File: config.mk
export PLATFORM = sky130hd
export DESIGN_NAME = stick_arm_disarm_fsm_flat
export DESIGN_NICKNAME = d
export VERILOG_FILES = /design/src/hdl/sad_pkg.sv /design/src/hdl/sad_if.sv /design/src/hdl/stick_arm_disarm_fsm.sv /design/src/hdl/sad_in_reg.sv /design/src/hdl/sad_core.sv /design/src/flat_wrapper.sv
export SDC_FILE = /design/constraint.sdc
export NUM_CORES = 1
export LEC_CHECK = 0
export BUFFER_PORTS_ARGS = -buffer_cell sky130_fd_sc_hd__clkbuf_2
export CAP_MARGIN = 30
export CORE_MARGIN = 5
export CORE_UTILIZATION = 50
export DETAILED_ROUTE_END_ITERATION = 8
export GPL_ROUTABILITY_DRIVEN = 1
export PLACE_DENSITY = 0.77
export SLEW_MARGIN = 30
export SYNTH_ARGS = -nofsm -noshare
export SYNTH_HDL_FRONTEND = slang
export SYNTH_SLANG_ARGS = --single-unit
File: constraint.sdc
create_clock -name clk -period 4.02 [get_ports clk]
set_input_delay 0 -clock clk [delete_from_list [all_inputs] [get_ports clk]]
set_output_delay 0 -clock clk [all_outputs]
set_load 0.03 [all_outputs]
File: src/hdl/sad_pkg.sv
`default_nettype none
package sad_pkg;

    localparam int STICK_W = 12;
    localparam int TIME_W  = 32;
    localparam int DLY_W   = 16;
    localparam int MODE_W  = 2;

    localparam logic [MODE_W-1:0] MODE_OFF     = 2'd0;
    localparam logic [MODE_W-1:0] MODE_START   = 2'd1;
    localparam logic [MODE_W-1:0] MODE_RUNNING = 2'd2;

    localparam logic [DLY_W-1:0] DEBOUNCE_RESET = 16'd1000;

    // arm gesture: throttle low, yaw full left
    localparam logic [STICK_W-1:0] ARM_THR_LT  = 12'd1065;
    localparam logic [STICK_W-1:0] ARM_YAW_LT  = 12'd1050;
    // run gesture: throttle below 1550, yaw above 1450
    localparam logic [STICK_W-1:0] RUN_THR_LT  = 12'd1550;
    localparam logic [STICK_W-1:0] RUN_YAW_GT  = 12'd1450;
    // disarm gesture: throttle low, yaw full right
    localparam logic [STICK_W-1:0] STOP_THR_LE = 12'd1064;
    localparam logic [STICK_W-1:0] STOP_YAW_GT = 12'd1976;

    typedef struct packed {
        logic [STICK_W-1:0] throttle_us;
        logic [STICK_W-1:0] yaw_us;
        logic [TIME_W-1:0]  now_ms;
    } sample_t;

endpackage
`default_nettype wire

File: src/hdl/sad_if.sv
`default_nettype none
interface sad_sample_if import sad_pkg::*; ();
    logic               valid;
    logic               ready;
    logic [STICK_W-1:0] throttle_us;
    logic [STICK_W-1:0] yaw_us;
    logic [TIME_W-1:0]  now_ms;

    modport source (output valid, output throttle_us, output yaw_us, output now_ms,
                    input ready);
    modport sink   (input valid, input throttle_us, input yaw_us, input now_ms,
                    output ready);
endinterface

interface sad_result_if import sad_pkg::*; ();
    logic              valid;
    logic              ready;
    logic [MODE_W-1:0] arm_state;
    logic              resync_attitude;

    modport source (output valid, output arm_state, output resync_attitude, input ready);
    modport sink   (input valid, input arm_state, input resync_attitude, output ready);
endinterface

interface sad_cfg_if import sad_pkg::*; ();
    logic             valid;
    logic             ready;
    logic [DLY_W-1:0] debounce_ms;

    modport source (output valid, output debounce_ms, input ready);
    modport sink   (input valid, input debounce_ms, output ready);
endinterface
`default_nettype wire

File: src/hdl/stick_arm_disarm_fsm.sv
// Path: an accepted sample request is held in the input register and moves into the result
//   register when that register is empty or its result is being taken.
// Throughput: one sample per cycle while the result side keeps taking results; the arm state,
//   pending flag and gesture time are updated in a single pass between the input register and the result register.
// Reset (rst_n, async, active low): state off, no gesture pending, gesture time 0,
//   debounce delay 1000 ms, both pipeline registers empty.
`default_nettype none
module stick_arm_disarm_fsm import sad_pkg::*; (
    input  wire logic     clk,
    input  wire logic     rst_n,
    sad_sample_if.sink    sample,
    sad_cfg_if.sink       cfg,
    sad_result_if.source  result
);

    // Hold one sample request; it moves on as soon as the result register frees up.
    sample_t item;
    logic    item_valid;
    logic    item_take;

    sad_in_reg u_in_reg (
        .clk        (clk),
        .rst_n      (rst_n),
        .sample     (sample),
        .item       (item),
        .item_valid (item_valid),
        .item_take  (item_take)
    );

    // Apply the three stick gestures in order (arm, run, disarm), each seeing the
    // mode left by the one before. One shared debounce timer serves all gestures:
    // a gesture must persist strictly longer than the debounce delay, measured
    // with wrapping 32-bit time. Drop the pending flag when no gesture holds.
    // The result register carries the new mode and a resync pulse on entering
    // running; it accepts the next result while the current one is being taken.
    sad_core u_core (
        .clk        (clk),
        .rst_n      (rst_n),
        .item       (item),
        .item_valid (item_valid),
        .item_take  (item_take),
        .cfg        (cfg),
        .result     (result)
    );

endmodule
`default_nettype wire

File: src/hdl/sad_in_reg.sv
`default_nettype none
module sad_in_reg import sad_pkg::*; (
    input  wire logic    clk,
    input  wire logic    rst_n,
    sad_sample_if.sink   sample,
    output sample_t      item,
    output logic         item_valid,
    input  wire logic    item_take
);

    sample_t item_reg;
    logic    valid_reg;

    // take a new request when empty or when the held one leaves this cycle
    assign sample.ready = !valid_reg || item_take;
    assign item         = item_reg;
    assign item_valid   = valid_reg;

    always_ff @(posedge clk or negedge rst_n)
    begin
        if (!rst_n)
        begin
            valid_reg <= 1'b0;
        end
        else if (sample.valid && sample.ready)
        begin
            valid_reg <= 1'b1;
        end
        else if (item_take)
        begin
            valid_reg <= 1'b0;
        end
    end

    always_ff @(posedge clk)
    begin
        if (sample.valid && sample.ready)
        begin
            item_reg.throttle_us <= sample.throttle_us;
            item_reg.yaw_us      <= sample.yaw_us;
            item_reg.now_ms      <= sample.now_ms;
        end
    end

endmodule
`default_nettype wire

File: src/hdl/sad_core.sv
`default_nettype none
module sad_core import sad_pkg::*; (
    input  wire logic     clk,
    input  wire logic     rst_n,
    input  wire sample_t  item,
    input  wire logic     item_valid,
    output logic          item_take,
    sad_cfg_if.sink       cfg,
    sad_result_if.source  result
);

    logic [DLY_W-1:0]  debounce_reg;
    logic [MODE_W-1:0] mode_reg;
    logic              pend_reg;
    logic [TIME_W-1:0] start_reg;
    logic              res_valid_reg;
    logic [MODE_W-1:0] res_state_reg;
    logic              res_resync_reg;

    logic [MODE_W-1:0] mode_next;
    logic              pend_next;
    logic [TIME_W-1:0] start_next;
    logic              resync_next;

    logic              advance;
    logic              elapsed;
    logic              fresh;
    logic              arm_hit;
    logic              run_thr;
    logic              stop_thr;
    logic              run_hit;
    logic              stop_hit;
    logic [TIME_W-1:0] age;

    assign advance   = item_valid && (!res_valid_reg || result.ready);
    assign item_take = advance;
    assign cfg.ready = 1'b1;

    assign age     = item.now_ms - start_reg;
    assign elapsed = age > {{(TIME_W-DLY_W){1'b0}}, debounce_reg};

    assign arm_hit  = (item.throttle_us < ARM_THR_LT) && (item.yaw_us < ARM_YAW_LT);
    assign run_thr  = (item.throttle_us < RUN_THR_LT) && (item.yaw_us > RUN_YAW_GT);
    assign stop_thr = (item.throttle_us <= STOP_THR_LE) && (item.yaw_us > STOP_YAW_GT);

    // rules in order; a timer started this pass is marked fresh, so it cannot expire in the same pass
    always_comb
    begin
        mode_next   = mode_reg;
        pend_next   = pend_reg;
        start_next  = start_reg;
        resync_next = 1'b0;
        fresh       = 1'b0;

        if (arm_hit)
        begin
            if (!pend_next)
            begin
                pend_next  = 1'b1;
                start_next = item.now_ms;
                fresh      = 1'b1;
            end
            else if (elapsed && mode_next == MODE_OFF)
            begin
                mode_next = MODE_START;
                pend_next = 1'b0;
            end
        end

        if (run_thr && mode_next == MODE_START)
        begin
            if (!pend_next)
            begin
                pend_next  = 1'b1;
                start_next = item.now_ms;
                fresh      = 1'b1;
            end
            else if (elapsed && !fresh)
            begin
                mode_next   = MODE_RUNNING;
                pend_next   = 1'b0;
                resync_next = 1'b1;
            end
        end

        if (stop_thr && mode_next == MODE_RUNNING)
        begin
            if (!pend_next)
            begin
                pend_next  = 1'b1;
                start_next = item.now_ms;
                fresh      = 1'b1;
            end
            else if (elapsed && !fresh)
            begin
                mode_next = MODE_OFF;
                pend_next = 1'b0;
            end
        end

        run_hit  = run_thr && (mode_next == MODE_START);
        stop_hit = stop_thr && (mode_next == MODE_RUNNING);
        if (!arm_hit && !run_hit && !stop_hit)
        begin
            pend_next = 1'b0;
        end
    end

    always_ff @(posedge clk or negedge rst_n)
    begin
        if (!rst_n)
        begin
            debounce_reg  <= DEBOUNCE_RESET;
            mode_reg      <= MODE_OFF;
            pend_reg      <= 1'b0;
            start_reg     <= '0;
            res_valid_reg <= 1'b0;
        end
        else
        begin
            if (cfg.valid)
            begin
                debounce_reg <= cfg.debounce_ms;
            end
            if (advance)
            begin
                mode_reg      <= mode_next;
                pend_reg      <= pend_next;
                start_reg     <= start_next;
                res_valid_reg <= 1'b1;
            end
            else if (result.ready)
            begin
                res_valid_reg <= 1'b0;
            end
        end
    end

    always_ff @(posedge clk)
    begin
        if (advance)
        begin
            res_state_reg  <= mode_next;
            res_resync_reg <= resync_next;
        end
    end

    assign result.valid           = res_valid_reg;
    assign result.arm_state       = res_state_reg;
    assign result.resync_attitude = res_resync_reg;

endmodule
`default_nettype wire

File: src/flat_wrapper.sv
// flat-port wrapper written by rule: the top's interface ports become plain ports
module stick_arm_disarm_fsm_flat import sad_pkg::*;
  (clk, rst_n, sample_valid, sample_throttle_us, sample_yaw_us, sample_now_ms, sample_ready, cfg_valid, cfg_debounce_ms, cfg_ready, result_valid, result_arm_state, result_resync_attitude, result_ready);
  sad_sample_if sample_i ();
  sad_cfg_if cfg_i ();
  sad_result_if result_i ();
  input  wire logic clk;
  input  wire logic rst_n;
  input wire logic [$bits(sample_i.valid)-1:0] sample_valid;
  input wire logic [$bits(sample_i.throttle_us)-1:0] sample_throttle_us;
  input wire logic [$bits(sample_i.yaw_us)-1:0] sample_yaw_us;
  input wire logic [$bits(sample_i.now_ms)-1:0] sample_now_ms;
  output wire logic [$bits(sample_i.ready)-1:0] sample_ready;
  input wire logic [$bits(cfg_i.valid)-1:0] cfg_valid;
  input wire logic [$bits(cfg_i.debounce_ms)-1:0] cfg_debounce_ms;
  output wire logic [$bits(cfg_i.ready)-1:0] cfg_ready;
  output wire logic [$bits(result_i.valid)-1:0] result_valid;
  output wire logic [$bits(result_i.arm_state)-1:0] result_arm_state;
  output wire logic [$bits(result_i.resync_attitude)-1:0] result_resync_attitude;
  input wire logic [$bits(result_i.ready)-1:0] result_ready;
  assign sample_i.valid = sample_valid;
  assign sample_i.throttle_us = sample_throttle_us;
  assign sample_i.yaw_us = sample_yaw_us;
  assign sample_i.now_ms = sample_now_ms;
  assign sample_ready = sample_i.ready;
  assign cfg_i.valid = cfg_valid;
  assign cfg_i.debounce_ms = cfg_debounce_ms;
  assign cfg_ready = cfg_i.ready;
  assign result_valid = result_i.valid;
  assign result_arm_state = result_i.arm_state;
  assign result_resync_attitude = result_i.resync_attitude;
  assign result_i.ready = result_ready;
  stick_arm_disarm_fsm u_core (.clk(clk), .rst_n(rst_n), .sample(sample_i), .cfg(cfg_i), .result(result_i));
endmodule
Word-level counts from Yosys, hierarchy flattened
Cells that the tools add are included.
W data, S select, Z words.
{ "op_classes": {"add_sub_neg": 1, "n_mul": 0, "n_div": 0, "n_lt_le_gt_ge": 7, "eq_ne": 4, "shift": 0, "muxes": 34, "bitwise": 0, "reduce_logical": 27} }
{ "op_table": {"columns": ["operator", "n"], "rows": [
  ["$mux W32", 6],
  ["$lt A12 B11 Y1 const B", 3],
  ["$gt A32 B16 Y1", 1],
  ["$sub A32 B32 Y32", 1],
  ["$gt A12 B11 Y1 const B", 2],
  ["$mux W1", 19],
  ["$mux W2", 9],
  ["$logic_and A1 B1 Y1", 14],
  ["$le A12 B11 Y1 const B", 1],
  ["$logic_not A1 Y1", 7],
  ["$eq A2 B1 Y1 const B", 2],
  ["$eq A2 B2 Y1 const B", 2],
  ["$reduce_bool A2 Y1", 2],
  ["$logic_not A2 Y1", 1],
  ["$logic_or A1 B1 Y1", 2],
  ["$reduce_and A2 Y1", 1]
]} }
{ "totals": {"reg_bits": 112, "latchBits": 0, "ram_bits": 0, "rom_bits": 0, "input_bits": 77, "out_inout_bits": 6, "word_cells": 84, "memories": 0} }

Depth between registers and ports, before layout
{ "depth": {"depth_word": 20, "ltp_mapped": 22, "ltp_nobuf": 20} }

Modules after synthesis
From an unflattened synthesis, not the netlist that was laid out.
{ "unflattened": {"hier_cells": 838, "area_unflattened_um2": 7674.9} }
{ "by_module_without_submodules": {"columns": ["mod", "instances", "cells_per_inst", "area_per_inst_um2", "seq_area_each_um2"], "rows": [
  ["sad_core", 1, 778, 5939.4, 1398.8],
  ["sad_in_reg", 1, 60, 1735.4, 1706.6]
]} }

Worst setup path after synthesis
OpenSTA, ideal clock, no wires.
{ "synth_path": {"kind": "reg2reg", "start": "register u_core.u_core.start_reg[0]", "end": "register u_core.u_core.start_reg[21]", "setup_ps": 126, "t_arrival_ps": 4195, "required_time_ps": 3894, "setup_slack_ps": -301, "path_stages_with_launch": 22, "path_buffers": 2, "synth_period_minus_slack_ps": 4321, "cell_sequence": "dfrtp_1 ha_1 fa_1 nand2b_1 a21oi_1 nor2_1 o21ai_0 nand3_1 nand2_1 xor2_1 ha_1 nand4_1 nor2_1 a221o_1 a211oi_1 o22ai_1 nor4_4 nand4_2 o21a_1 buf_6 buf_8 a221o_1"} }
{ "synth_between": {"elab_chain_len": 12, "word_cells_on_any_way": 24, "classes_between": "add/sub (1); order compare (1); eq/ne (2); mux (16); reduce/logical (4)"} }
{ "synth_lines": {"columns": ["element", "line", "source"], "rows": [
  ["from (decl)", "sad_core.sv:15", "logic [TIME_W-1:0] start_reg;"],
  ["from (signal assigned)", "sad_core.sv:129", "start_reg <= start_next;"],
  ["$sub A32 B32 Y32 (*)", "sad_core.sv:39", "assign age = item.now_ms - start_reg;"],
  ["$gt A32 B16 Y1 (*)", "sad_core.sv:40", "assign elapsed = age > {{(TIME_W-DLY_W){1'b0}}, debounce_reg};"],
  ["$logic_and A1 B1 Y1", "sad_core.sv:63", "else if (elapsed && mode_next == MODE_OFF)"],
  ["$mux W2", "sad_core.sv:63", null],
  ["$mux W2", "sad_core.sv:57", "if (!pend_next)"],
  ["$mux W2", "sad_core.sv:55", "if (arm_hit)"],
  ["$mux W2 or $eq A2 B1 Y1 (tied branches)", "sad_core.sv:78, sad_core.sv:70", null],
  ["$mux W2 or $logic_and A1 B1 Y1 (tied branches)", "sad_core.sv:72, sad_core.sv:70", null],
  ["$mux W2", "sad_core.sv:70", "if (run_thr && mode_next == MODE_START)"],
  ["$eq A2 B2 Y1", "sad_core.sv:86", "if (stop_thr && mode_next == MODE_RUNNING)"],
  ["$logic_and A1 B1 Y1", "sad_core.sv:86", null],
  ["$mux W32 (*)", "sad_core.sv:86", null]
]} }
Mark *: on every way between the ends. The rest lies on a longest branch, timed or not.
A chain may end at the register's enable or synchronous reset.

Final worst setup path
{ "layout_path": {"start": "register u_core.u_in_reg.item_reg (netlist bit u_core.u_in_reg.item[0])", "end": "register u_core.u_core.start_reg[5]"} }
{ "layout_between": {"elab_chain_len": 12, "word_cells_on_any_way": 24, "classes_between": "add/sub (1); order compare (1); eq/ne (2); mux (16); reduce/logical (4)"} }
{ "layout_lines": {"columns": ["element", "line", "source"], "rows": [
  ["from (decl)", "sad_in_reg.sv:11", "sample_t item_reg;"],
  ["$sub A32 B32 Y32 (*)", "sad_core.sv:39", null],
  ["$gt A32 B16 Y1 (*)", "sad_core.sv:40", null],
  ["$logic_and A1 B1 Y1", "sad_core.sv:63", null],
  ["$mux W2", "sad_core.sv:63", null],
  ["$mux W2", "sad_core.sv:57", null],
  ["$mux W2", "sad_core.sv:55", null],
  ["$mux W2 or $eq A2 B1 Y1 (tied branches)", "sad_core.sv:78, sad_core.sv:70", null],
  ["$mux W2 or $logic_and A1 B1 Y1 (tied branches)", "sad_core.sv:72, sad_core.sv:70", null],
  ["$mux W2", "sad_core.sv:70", null],
  ["$eq A2 B2 Y1", "sad_core.sv:86", null],
  ["$logic_and A1 B1 Y1", "sad_core.sv:86", null],
  ["$mux W32 (*)", "sad_core.sv:86", null]
]} }
Marks and branches as above.

==> results.cfg <==
[drt]
wl_met1_um = 9070
firstDrtPassIters = 5
highest_layer = met4
drc_errors = 0
postRouteAntennaNets = 0
wl_met2_um = 10400
wl_met3_um = 1550
wl_per_cell_um = 17.8
wirelength_um = 21500
first_iter_violations = 553
vias_per_cell = 5.98
via_count = 7249

[yosys]
mappedNetlistArea_um2 = 7440
ys_warn_count = 0
seq_area_frac_synth_pct = 41.8
synth_fp_nets = 909
synth_edf_count = 59
syn_inst = 784
async_flop_share_pct = 47.3
ys.flop_type = edfxtp_1
synth_cell_types = 82
post_synth.cell_area_avg_um2 = 9.48
ys_ff_latch = 112

[setup_path]
cp_cell_sequence = inv_1, ha_2, fa_2, nand2b_4, a21oi_4, nor2_1, o21ai_1, nand3_1, nand2_1, xor2_1, ha_1, nand4_1, nor2_1, a221o_1, a211oi_2, o22ai_2, nor4_4, nand4_2, buf_6, a2111oi_4, buf_4, buf_4, a221o_1
cp_max_fo = 7
crit_required_ps = 4320
cp_slowest_cell = fa_2
critPathBufInv = 4
cp-end-kind = register
rr_startpoint = u_core.u_in_reg.item[0]
max_stage_delay_ps = 350
worstSetupPathType = register to register
cp.arrival_ps = 4590
cp-startpoint = u_core.u_in_reg.item[0]
cp-start-kind = register
crit_family = compound AO/OA/AOI/OAI gates

[placed_design]
dp_hpwl_um = 14500
numPortBuffers = 81
pre_cts_slack_ps = -296
gp_congestion = 1.06

[global_route]
grt_overflow = 0
track_usage_pct = 24.2
grt_pass1_vias = 6932
grt_pass1_wl_um = 34800
grt_max_degree = 54
antenna_found_initial = 0

[sta]
clock.fmax_mhz = 233
fin_ws_ps = -273
fin_crit_sh_pct = 107
min_period_ps = 4290
skew_ps = 11.9
slew_viol_final = 0
slew_headroom_pct = 38.0
tightest_slew_ps = 931
hold_viol = 0
setup_violations = 36
grt_setup_unrepaired = true
tns_ps = -7840

[finish]
fin_nets = 1149
syn2layout_area_growth_pct = 33.5
nFillCells = 1083
regArea_um2 = 3110
antenna_cells = 0
largest_reg_flops = 56
final_common_cell = buf_4
final_cell_mix = buf_4, inv_1, nand2_1, clkbuf_2, dlygate4sd3_1
drive_above_1_share_pct = 25.4
multi_input_area_um2 = 3950

[power_and_ir_drop]
ir_drop_mv = 0.378
p_leak_uw = 0.00430
pwr_density_cell_nw_per_um2 = 572

[worst_hold_path]
hold_start = cfg_valid
hp-class = primary input to register

[die]
die_h_um = 132
die_w_um = 132
core_um2 = 14500
num_io_pins = 83
initial_core_util_pct = 51.2
die_area_um2 = 17400
row_count = 44

[flow_run]
cap_violations = 0

[clock_network]
clk_latency_ps = 370
cts_tree = done
clk_pin_slew_ps = 70
cts_buffer_depth = 2
cts_made_buffers = 9
root_buffer = clkbuf_16
clock_sinks = 112
htree_levels = 3

[run_status]
status = finished with violations
violations = setup timing
[per-layer routing]
metal	vias to the layer above	global-route usage, %
met5	-	0
met4	0	7.60
met3	47	4.73
met2	337	40.4
met1	3476	31.7
li1	3389	-
[layout make-up]
type	count	area share, %
inverter	94	3.56
sequential	112	31.3
tap	184	2.32
timing repair buffer	263	20.2
clock inverter	5	0.391
clock buffer	11	2.45
multi-input combinational	544	39.8
[worst register-to-register path, cell delays in order (launching register included)]
cell and delay (ps):
edfxtp_1 330, inv_1 70, ha_2 200, fa_2 350, nand2b_4 160, a21oi_4 150, nor2_1 80, o21ai_1 170
nand3_1 90, nand2_1 80, xor2_1 150, ha_1 260, nand4_1 110, nor2_1 50, a221o_1 300, a211oi_2 270
o22ai_2 130, nor4_4 180, nand4_2 160, buf_6 170, a2111oi_4 250, buf_4 190, buf_4 180, a221o_1 150
[Yosys cell counts (10+ instances only)]
master	number	area, µm²
ha_1	47	588
clkbuf_1	14	52.6
nor3_1	16	80.1
nand2_1	89	334
nand3_1	15	75.1
dfrtp_1	47	1180
nand2b_1	13	81.3
nand4_1	18	113
nor2_1	29	109
a211oi_1	10	75.1
o211ai_1	13	97.6
inv_1	94	353
edfxtp_1	59	1770
a21oi_1	49	245
o31ai_1	30	225
a221o_1	28	280
o21ai_0	40	200
[repair_timing]
| item | in CTS | in global routing |
|---|---|---|
| buffers inserted | 5 | 4 |
| endpoints found under the setup margin | 38 | 38 |
| gates resized for setup | 22 | 11 |
| hold buffers | 76 | 0 |
| hold endpoints to repair | 121 | 0 |
| pin swaps | 9 | 7 |
| cloned | 2 | 0 |
[report_power, final]
group / switching, µW / total [µW] / internal, µW
logic: 1760 / 3220 / 1460
registers: 151 / 1570 / 1420
clock network: 438 / 882 / 444
total: 2350 / 5670 / 3330
[per-stage QoR]
| stage | hold WS [ps] | area (µm²) | utilization (%) | instances | total power, µW |
|---|---|---|---|---|---|
| floorplan | -296 | 7520 | - | 784 | 3570 |
| global placement | 177 | 8660 | 59.6 | 1110 | 4470 |
| detailed placement | 179 | 8660 | 59.6 | 1110 | 4550 |
| CTS | 139 | 9840 | 67.7 | 1209 | 5560 |
| global route | 221 | 9920 | 68.3 | 1213 | 6050 |
| finish | 145 | 9920 | 68.3 | 1213 | 5670 |
[final timing paths]
| kind | to | slack, ps | cells past startpoint |
|---|---|---|---|
| setup / recovery | u_core.u_core.start_reg[5] | -270 | 23 |
| hold / removal | u_core.u_core.debounce_reg[7] | 140 | 3 |
| setup reg to reg | u_core.u_core.start_reg[5] | -270 | 23 |
| hold reg to reg | u_core.u_core.debounce_reg[6] | 510 | 2 |
| max in group asynchronous | u_core.u_core.start_reg[21] | 3210 | 3 |
| min in group asynchronous | u_core.u_core.debounce_reg[4] | 310 | 3 |
[logic make-up after synthesis]
group / after synthesis / synth area share (%)
flops: 112 / 41.8
other cells: 1 / 0.0504
simple gates: 222 / 15.1
fa+ha+maj: 48 / 8.18
xor+xnor: 16 / 1.88
mux: 5 / 0.724
compound gates: 252 / 24.5
buf+inv: 128 / 7.82
Note: power is estimated with default switching activity, not from simulation.
